==> src/hdl/rph_pkg.sv <==
// Shared types, widths and codes of the ranged pixel histogram.
`timescale 1ns / 1ps

package rph_pkg;

  // Store and datapath sizes
  localparam int BINS    = 256;
  localparam int PIX_W   = 16;
  localparam int CNT_W   = 32;
  localparam int BC_W    = 9;
  localparam int CFG_IW  = 3;
  localparam int BIN_AW  = $clog2(BINS);
  localparam int PROD_W  = BIN_AW + PIX_W;
  localparam int STEP_W  = $clog2(BIN_AW);

  // Operation codes of an input word
  typedef enum logic [1:0] {
    OP_SAMPLE      = 2'd0,
    OP_READ_BIN    = 2'd1,
    OP_READ_TOTALS = 2'd2
  } op_e;

  // Configuration register indexes
  typedef enum logic [CFG_IW-1:0] {
    CFG_RANGE_LOW     = 3'd0,
    CFG_RANGE_HIGH    = 3'd1,
    CFG_BIN_COUNT     = 3'd2,
    CFG_NODATA_VALUE  = 3'd3,
    CFG_NODATA_ENABLE = 3'd4
  } cfg_idx_e;

  // Sequencer states
  typedef enum logic [2:0] {
    S_CLEAR,
    S_IDLE,
    S_CHECK,
    S_DIV,
    S_READ,
    S_WRITE
  } state_e;

  // Bin memory write request
  typedef struct packed {
    logic              en;
    logic [BIN_AW-1:0] addr;
    logic [CNT_W-1:0]  data;
  } ram_wr_t;

  // Bin divider start request
  typedef struct packed {
    logic              start;
    logic [BIN_AW-1:0] em1;
    logic [PIX_W-1:0]  off;
    logic [PIX_W-1:0]  span;
  } div_req_t;

  // Saturating increment of a counter
  function automatic logic [CNT_W-1:0] sat_inc(input logic [CNT_W-1:0] c);
    logic [CNT_W-1:0] r;
    r = (c == '1) ? c : c + CNT_W'(1);
    return r;
  endfunction

endpackage

==> src/hdl/rph_bin_div.sv <==
// Bin index unit: (E-1)*offset / span by restoring division, one quotient bit a cycle.
`timescale 1ns / 1ps

module rph_bin_div (
  input  logic                        clk_i,
  input  logic                        rst_ni,
  input  rph_pkg::div_req_t           req_i,
  output logic                        done_o,
  output logic [rph_pkg::BIN_AW-1:0]  quot_o
);

  logic [rph_pkg::PROD_W-1:0] prod;
  logic [rph_pkg::PIX_W-1:0]  rem_q, rem_d;
  logic [rph_pkg::BIN_AW-1:0] low_q;
  logic [rph_pkg::BIN_AW-1:0] q_q;
  logic [rph_pkg::PIX_W-1:0]  span_q;
  logic [rph_pkg::STEP_W-1:0] cnt_q;
  logic                       busy_q;
  logic                       done_q;
  logic [rph_pkg::PIX_W:0]    shifted;
  logic [rph_pkg::PIX_W:0]    diff;
  logic                       ge;
  logic                       last;

  // Product of bin scale and offset; the quotient is known to fit BIN_AW bits
  assign prod = rph_pkg::PROD_W'(req_i.em1) * rph_pkg::PROD_W'(req_i.off);

  // One restoring step
  always_comb begin
    shifted = {rem_q, low_q[rph_pkg::BIN_AW-1]};
    ge      = shifted >= {1'b0, span_q};
    diff    = shifted - {1'b0, span_q};
    rem_d   = ge ? diff[rph_pkg::PIX_W-1:0] : shifted[rph_pkg::PIX_W-1:0];
    last    = cnt_q == rph_pkg::STEP_W'(rph_pkg::BIN_AW - 1);
  end

  // Control: busy flag, step count, done pulse
  always_ff @(posedge clk_i or negedge rst_ni) begin
    if (!rst_ni) begin
      busy_q <= 1'b0;
      cnt_q  <= '0;
      done_q <= 1'b0;
    end else begin
      done_q <= 1'b0;
      if (req_i.start) begin
        busy_q <= 1'b1;
        cnt_q  <= '0;
      end else if (busy_q) begin
        cnt_q <= cnt_q + rph_pkg::STEP_W'(1);
        if (last) begin
          busy_q <= 1'b0;
          done_q <= 1'b1;
        end
      end
    end
  end

  // Datapath: load the product, then shift in one quotient bit per cycle
  always_ff @(posedge clk_i) begin
    if (req_i.start) begin
      rem_q  <= prod[rph_pkg::PROD_W-1:rph_pkg::BIN_AW];
      low_q  <= prod[rph_pkg::BIN_AW-1:0];
      span_q <= req_i.span;
      q_q    <= '0;
    end else if (busy_q) begin
      rem_q <= rem_d;
      low_q <= {low_q[rph_pkg::BIN_AW-2:0], 1'b0};
      q_q   <= {q_q[rph_pkg::BIN_AW-2:0], ge};
    end
  end

  assign done_o = done_q;
  assign quot_o = q_q;

endmodule

==> config.mk <==
export PLATFORM = sky130hd
export DESIGN_NAME = rph_bin_div
export DESIGN_NICKNAME = d
export VERILOG_FILES = /design/src/hdl/rph_pkg.sv /design/src/hdl/rph_bin_div.sv
export SDC_FILE = /design/constraint.sdc
export NUM_CORES = 1
export LEC_CHECK = 0
export BUFFER_PORTS_ARGS = -buffer_cell sky130_fd_sc_hd__buf_4
export CAP_MARGIN = 0
export CORE_ASPECT_RATIO = 0.75
export CORE_MARGIN = 5
export CORE_UTILIZATION = 61
export CTS_CLUSTER_DIAMETER = 40
export CTS_CLUSTER_SIZE = 20
export DETAILED_ROUTE_END_ITERATION = 7
export GPL_TIMING_DRIVEN = 1
export PLACE_DENSITY_LB_ADDON = 0.08
export SLEW_MARGIN = 20
export SYNTH_ARGS = -nofsm -noshare
export SYNTH_HDL_FRONTEND = slang
export SYNTH_SLANG_ARGS = --single-unit
==> constraint.sdc <==
create_clock -name clk_i -period 2.95 [get_ports clk_i]
set_input_delay 0 -clock clk_i [delete_from_list [all_inputs] [get_ports clk_i]]
set_output_delay 0 -clock clk_i [all_outputs]
set_load 0.02 [all_outputs]
==> Word level (Yosys, flattened, before mapping) <==
Index checks and enable logic that the tools add are counted.
{ "op_classes": {"n_eq_ne": 1, "n_reduce_logical": 1, "order_cmp": 1, "mul": 1, "n_addsub": 2, "n_mux": 13} }
{ "op_table": {"columns": ["op", "n"], "rows": [
  ["$mux 16", 3],
  ["$mul 8x16->24", 1],
  ["$ge 17x16->1", 1],
  ["$mux 8", 2],
  ["$sub 16x16->16", 1],
  ["$mux 1", 6],
  ["$mux 3", 2],
  ["$add 3x1->3 const B", 1],
  ["$eq 3x3->1 const B", 1],
  ["$reduce_bool 2->1", 1]
]} }
{ "totals": {"word_cells": 26, "output_inout_bits": 9, "reg_bits": 53, "in_bits": 43} }

==> Depth between registers and ports, before layout <==
Gate-level depths: netlist of the first run.
{ "logic_depth": {"ltp_word": 4, "mapped_depth": 19, "mapped_depth_nobuf": 17} }

==> Worst setup path before layout of the first run <==
OpenSTA, ideal clock, no wires.
{ "synth_path": {"kind": "input to register", "start": "input port req_i[39] (netlist name)", "end": "register rem_q[15] (netlist name) (data pin)", "setup_time_ns": 0.270, "t_required_ns": 2.680, "slack_ns": -1.466, "path_buffers": 1, "path_stages": 17, "arrival_ns": 4.147, "path_cell_list": "clkbuf_1 -> nand2_1 -> fa_1 -> fa_1 -> inv_1 -> fa_1 -> inv_1 -> fa_1 -> inv_1 -> ha_1 -> o21a_1 -> o31a_1 -> o31a_1 -> a211o_1 -> a221oi_2 -> mux2i_1 -> a221oi_2"} }
{ "synth_via": {"elab_chain_len": 2} }
{ "synth_lines": {"columns": ["item", "line", "source"], "rows": [
  ["start, declared", "rph_bin_div.sv:7", "input rph_pkg::div_req_t req_i,"],
  ["$mul 8x16->24", "rph_bin_div.sv:26", "assign prod = rph_pkg::PROD_W'(req_i.em1) * rph_pkg::PROD_W'(req_i.off);"],
  ["$mux 16", "rph_bin_div.sv:60", "if (req_i.start) begin"],
  ["end signal, assigned", "rph_bin_div.sv:61", "rem_q <= prod[rph_pkg::PROD_W-1:rph_pkg::BIN_AW];"],
  ["end signal, assigned", "rph_bin_div.sv:66", "rem_q <= rem_d;"],
  ["end, declared", "rph_bin_div.sv:13", "logic [rph_pkg::PIX_W-1:0] rem_q, rem_d;"]
]} }
No other way between the ends.
A chain may end at the register's enable or synchronous reset.

==> Worst setup path after layout of the first run <==
{ "layout_path": {"start": "input port req_i[34] (netlist name)", "end": "register rem_q[15] (netlist name) (data pin)"} }
The elaborated chain is that of the path after synthesis.

==> impl_metrics.yaml, run 1 <==
setup_path:
  worstRegToRegCells: 9
  r2r_slack_ns: 0.13
  cpMaxStageDelayCell: "fa_1"
  crit_chain: "clkbuf_16, and2_4, fa_1, fa_2, fa_1, inv_1, fa_1, inv_1, ha_4, a21o_1, a21oi_4, a221oi_4, a211o_1, a221oi_2, mux2i_1, a221oi_2"
  cp_num_buf_inv: 3
  setup.worst_path.end_class: "register"
  worstPathRequired_ns: 2.97
  reg2reg_to: "rem_q[0]$_DFFE_PP_"
  critPathLaunchType: "primary input"
  r2r_start: "rem_q[5]$_DFFE_PP_"
  slowest_delay_ns: 0.60
  worstPathMaxFanout: 7
  crit_start: "req_i[34]"
  arrival_ns: 4.09
  cp_common_cell: "fa_1"
  path_class: "primary input to register"
  path_delay_family: "adder cells"
logic_synthesis:
  seq_area_frac_synth_pct: 21.12
  postSynthCellCount: 743
  synth_flop_cell: "edfxtp_1"
  syn_nets: 933
  syn_area_per_cell_um2: 9.474
  yosysUniqueCellTypes: 54
  synth-edff-count: 40
  ys_ff_latch: 53
  async_flop_share_pct: 9.434
  yosysWarnings: 0
  synth.cell_area_um2: 7039
power_and_ir_drop:
  leakagePower_nw: 4.593
  power_density_nw_per_um2: 953.6
  peakVddDrop_mv: 0.6366
routing:
  via_per_inst: 5.668
  drt_iter0_markers: 383
  post_drt_wl_per_cell_um: 16.90
  wl_met2_um: 8854
  top_layer_used: "met4"
  wl_um: 17510
  m1WireLength_um: 7346
  drc_errors: 0
  wl_met3_um: 990
  antenna_left: 0
  vias: 5872
  firstDrtPassIters: 5
status:
  outcome: "complete, but fails checks"
  violations: "setup timing"
grt:
  grt_pass1_vias: 6018
  overflow: 0
  grt.total_usage_pct: 23.86
  antenna_found_initial: 0
  grt_pass1_wl_um: 27150
  grt_start_max_net_pins: 63
clock_network:
  ctsHtreeMaxLevel: 2
  clk_latency_ns: 0.29
  cts_tree: "yes"
  cts_buffers: 5
  path_clk_slew_ns: 0.07
  cts-root-buf: "clkbuf_16"
  clock_sinks: 53
  cts_buffer_depth: 2
final_layout:
  areaGrowthSynthToFinish_pct: 33.67
  drive_gt1_share_pct: 31.50
  multi_input_area_um2: 5572
  fillers: 659
  fin_nets: 1081
  regArea_um2: 1486
  final_cells: 1036
  antennaDiodeCount: 0
  layout_commonest_cell: "buf_4"
  mostFrequentLayoutCells: "111 x buf_4, 106 x inv_1, 75 x fa_1"
timing:
  fin_crit_ns: 4.073
  fin_ws_ns: -1.123
  tns_ns: -13.52
  max-slew-margin-rel_pct: 55.17
  fmaxAchievable_mhz: 245.5
  finalSetupViolations: 18
  rsz0062_at_grt: "true"
  slew_viol_final: 0
  fin_skew_ns: 0.003493
  period_share_pct: 138.1
  finalHoldViolCount: 0
  tightest_slew_ns: 0.6724
floorplanning:
  rows: 34
  core_area_um2: 11440
  die_x_um: 134.0
  start_util_pct: 61.51
  die-area_um2: 13810
  chipHeight_um: 103.0
  io-pin-count: 52
run:
  drv.max_cap_violation_count: 0
place:
  place_congestion: 0.9123
  placedCellCount: 993
  dpl.hpwl_um: 11930
  portBuffers: 51
min_path:
  hold_class: "primary input to asynchronous set/reset pin"
## how the worst max path moves through the flow
stage / to / slack [ns] / cells past startpoint
5_1_grt: rem_q[15]$_DFFE_PP_ / -1.21 / 16
4_1_cts: rem_q[15]$_DFFE_PP_ / -1.00 / 16
2_1_floorplan: rem_q[15]$_DFFE_PP_ / -1.15 / 17
6_report: rem_q[15]$_DFFE_PP_ / -1.12 / 16
3_3_place_gp: rem_q[15]$_DFFE_PP_ / -1.39 / 16
3_5_place_dp: rem_q[15]$_DFFE_PP_ / -1.47 / 16
## logic make-up (layout without fill, tap and decap cells)
| logic type | Yosys count | in the layout | synth area share (%) |
|---|---|---|---|
| adder cells (fa/ha/maj) | 147 | 147 | 35.19 |
| flip-flops | 53 | 53 | 21.12 |
| buffers and inverters | 145 | 294 | 8.052 |
| AO/OA/AOI/OAI | 127 | 127 | 12.30 |
| multiplexers | 19 | 19 | 2.790 |
| AND/OR/NAND/NOR | 224 | 224 | 17.06 |
| XOR/XNOR | 28 | 28 | 3.484 |
## Yosys cell counts, types with 14 or more instances
master / instances / area [um2]
nor2_1: 39 / 146.4
and2_1: 104 / 650.6
fa_1: 85 / 1702
xnor2_1: 16 / 140.1
edfxtp_1: 40 / 1201
clkbuf_1: 16 / 60.06
ha_1: 62 / 775.7
inv_1: 122 / 457.9
o21ai_0: 16 / 80.08
a21o_1: 24 / 180.2
a21oi_1: 38 / 190.2
nand2_1: 45 / 168.9
mux2i_1: 14 / 140.1
## metal layers
metal  global-route usage, %  vias to the layer above
met5                       0                        -
met4                   2.817                        0
met3                   3.854                       32
met2                   43.46                      165
met1                   31.50                     2937
li1                        -                     2738
## worst register-to-register path, stage by stage, from the launching register on
cell and delay, ns:
edfxtp_1 0.41, ha_1 0.36, a21o_1 0.22, a31o_1 0.25, a21o_1 0.24, o32ai_4 0.46
buf_12 0.21, nor2_1 0.05, a211oi_1 0.25, a21oi_1 0.08
## stage by stage
step	hold WS (ns)	utilization, %	power, W	worst slack (ns)	cell area [um2]
after global placement	-0.1981	72.43	0.006712	-1.385	8288
after CTS	0.03758	78.72	0.008128	-1.001	9009
after floorplan	-0.2956	-	0.005425	-1.146	7350
after global routing	0.04857	82.22	0.009692	-1.210	9409
after detailed placement	-0.1970	72.43	0.006881	-1.467	8288
final	0.04490	82.22	0.008972	-1.123	9409
## power by group
group | switching (W) | internal [W]
registers | 0.000119 | 0.00110
logic | 0.00364 | 0.00352
clock network | 0.000270 | 0.000317
## flip-flops by register name, indices dropped and copies added, names as in the netlist
register	cells
done_o	1
low_q	8
cnt_q	3
quot_o	8
busy_q	1
rem_q	16
span_q	16
## what timing repair did
action	4_1_cts	5_1_grt
pin swaps	67	49
setup buffers	9	6
hold buffers	17	0
hold endpoints to repair	21	0
endpoints found under the setup margin	19	19
resized for setup	76	70
cloned	1	4
## cell type report
class	count	area share [%]
clock buffer	6	1.370
inverter	122	4.867
timing repair buffer	164	16.69
multi-input combinational	545	59.22
sequential	53	15.80
tap	144	1.915
clock inverter	2	0.1463
(Power assumes the default switching activity.)
==> inputs of run 2 (changes only) <==
GPL_TIMING_DRIVEN = 0   (was 1)
==> run 2 against run 1 <==
  * Worst setup slack worse by 0.014 ns
  * Combinational power down 7.4%
  * Sequential power about the same
  * Fmax down 0.34%
  * Wire length down 2.3%
  * Highest routed layer unchanged
  * Sequential cell count unchanged
  * Clock-buffer cell count down 1
  * Power down 5.8%
  * The flow still finishes with violations (setup timing)
==> impl_metrics.yaml, run 2 (synthesis gave the netlist of run 1 again) <==
run:
  drv.max_cap_violation_count: 0
clock_network:
  ctsHtreeMaxLevel: 2
  clock_sinks: 53
  cts_tree: "yes"
  path_clk_slew_ns: 0.07
  cts_buffers: 5
  cts_buffer_depth: 2
  clk_latency_ns: 0.30
  cts-root-buf: "clkbuf_16"
floorplanning:
  chipHeight_um: 103.0
  start_util_pct: 61.51
  die_x_um: 134.0
  core_area_um2: 11440
  die-area_um2: 13810
  io-pin-count: 52
  rows: 34
routing:
  post_drt_wl_per_cell_um: 17.18
  via_per_inst: 5.681
  wl_um: 17110
  firstDrtPassIters: 4
  vias: 5658
  drc_errors: 0
  antenna_left: 0
  drt_iter0_markers: 368
power_and_ir_drop:
  combPwrFrac_pct: 78.6
  seqPwrFrac_pct: 14.4
  p_sw_share_pct: 45.27
  power_density_nw_per_um2: 934.8
  p_switching_w: 0.003825
  p_clk_share_pct: 7.0
  power_w: 0.008448
  peakVddDrop_mv: 0.5462
  leakagePower_nw: 4.344
  p_int_w: 0.004623
place:
  place_congestion: 0.9321
  dpl-instance-area_um2: 7913
  dpl.hpwl_um: 12450
  placedCellCount: 938
  portBuffers: 51
grt:
  grt_start_max_net_pins: 25
  overflow: 0
  grt_pass1_vias: 5899
  grt_pass1_wl_um: 27610
  grt.total_usage_pct: 24.95
  antenna_found_initial: 0
timing:
  slew_viol_final: 0
  tns_ns: -15.11
  fin_ws_ns: -1.137
  rsz0062_at_grt: "true"
  fin_skew_ns: 0.005172
  fin_crit_ns: 4.087
  period_share_pct: 138.5
  finalHoldViolCount: 0
  max-slew-margin-rel_pct: 31.63
  fmaxAchievable_mhz: 244.7
  finalSetupViolations: 18
  tightest_slew_ns: 1.023
setup_path:
  cp_num_buf_inv: 6
  cpMaxStageDelayCell: "fa_1"
  worstPathRequired_ns: 2.98
  crit_chain: "buf_12, clkbuf_16, nand2_2, fa_1, fa_1, inv_1, fa_1, inv_2, fa_1, inv_2, ha_4, o21a_1, o31a_1, o31a_1, a211o_1, buf_4, a21oi_2, xor2_1, a21boi_1"
  worstPathMaxFanout: 7
  cp_common_cell: "fa_1"
  path_delay_family: "adder cells"
  critPathLaunchType: "primary input"
  arrival_ns: 4.12
  path_class: "primary input to register"
  crit_start: "req_i[34]"
  slowest_delay_ns: 0.49
  r2r_start: "rem_q[5]$_DFFE_PP_"
  setup.worst_path.end_class: "register"
final_layout:
  drive_gt1_share_pct: 25.47
  layout_commonest_cell: "inv_1"
  final_cells: 996
  reg_top3: "rem_q x16, span_q x16"
  final_core_util_pct: 78.97
  antennaDiodeCount: 0
  mostFrequentLayoutCells: "110 x inv_1, 83 x and2_1, 77 x fa_1"
  areaGrowthSynthToFinish_pct: 28.39
  design_area_um2: 9037
  fin_nets: 1041
min_path:
  hold_class: "primary input to asynchronous set/reset pin"
status:
  violations: "setup timing"
  outcome: "complete, but fails checks"
run 2: path summary, 6_finish.rpt:
check / cells after the start / slack [ns] / end
setup / recovery: 19 / -1.14 / rem_q[11]$_DFFE_PP_
hold reg to reg: 2 / 0.51 / quot_o[7]$_SDFFE_PP0P_
setup reg to reg: 9 / 0 / rem_q[5]$_DFFE_PP_
hold / removal: 2 / 0.04 / busy_q$_DFF_PN0_
min in group clk_i: 1 / 0.09 / span_q[2]$_DFFE_PP_
max in group asynchronous: 2 / 2.80 / cnt_q[0]$_DFFE_PN0P_
run 2: layout make-up:
cell class	count	area, um2
clock buffer	5	125.1
tap	144	180.2
inverter	122	457.9
fill	729	2406
multi-input combinational	545	5545
sequential	53	1486
clock inverter	3	22.52
timing repair buffer	105	996.0
buffer	19	224.0
run 2: per-stage QoR:
step / hold slack [ns] / setup slack [ns]
floorplan: -0.2956 / -1.146
global placement: -0.1981 / -1.576
detailed placement: -0.1945 / -1.593
CTS: 0.04325 / -1.119
global route: 0.04697 / -1.290
finish: 0.04376 / -1.137
run 2: power groups by stage:
| stage | sequential (W) | clock (W) | combinational (W) |
|---|---|---|---|
| 2_1_floorplan | 0.00120 | 0 | 0.00423 |
| 3_3_place_gp | 0.00123 | 0 | 0.00512 |
| 3_5_place_dp | 0.00122 | 0 | 0.00526 |
| 4_1_cts | 0.00121 | 0.000594 | 0.00582 |
| 5_1_grt | 0.00123 | 0.000633 | 0.00730 |
| 6_report | 0.00122 | 0.000589 | 0.00664 |
run 2: routing by layer:
metal	track usage [%]	up-vias	part of all wire (%)
met5	0	-	0
met4	2.660	0	1.1
met3	5.122	21	6.0
met2	42.69	137	48
met1	34.57	2850	45
li1	-	2650	-
run 2: what timing repair did:
| item | in CTS | in global routing |
|---|---|---|
| buffers inserted | 18 | 17 |
| cloned | 5 | 0 |
| endpoints found under the setup margin | 18 | 19 |
| pin swaps | 55 | 39 |
| gates resized for setup | 61 | 57 |
| hold buffers | 17 | 0 |
| endpoints found under the hold margin | 21 | 0 |
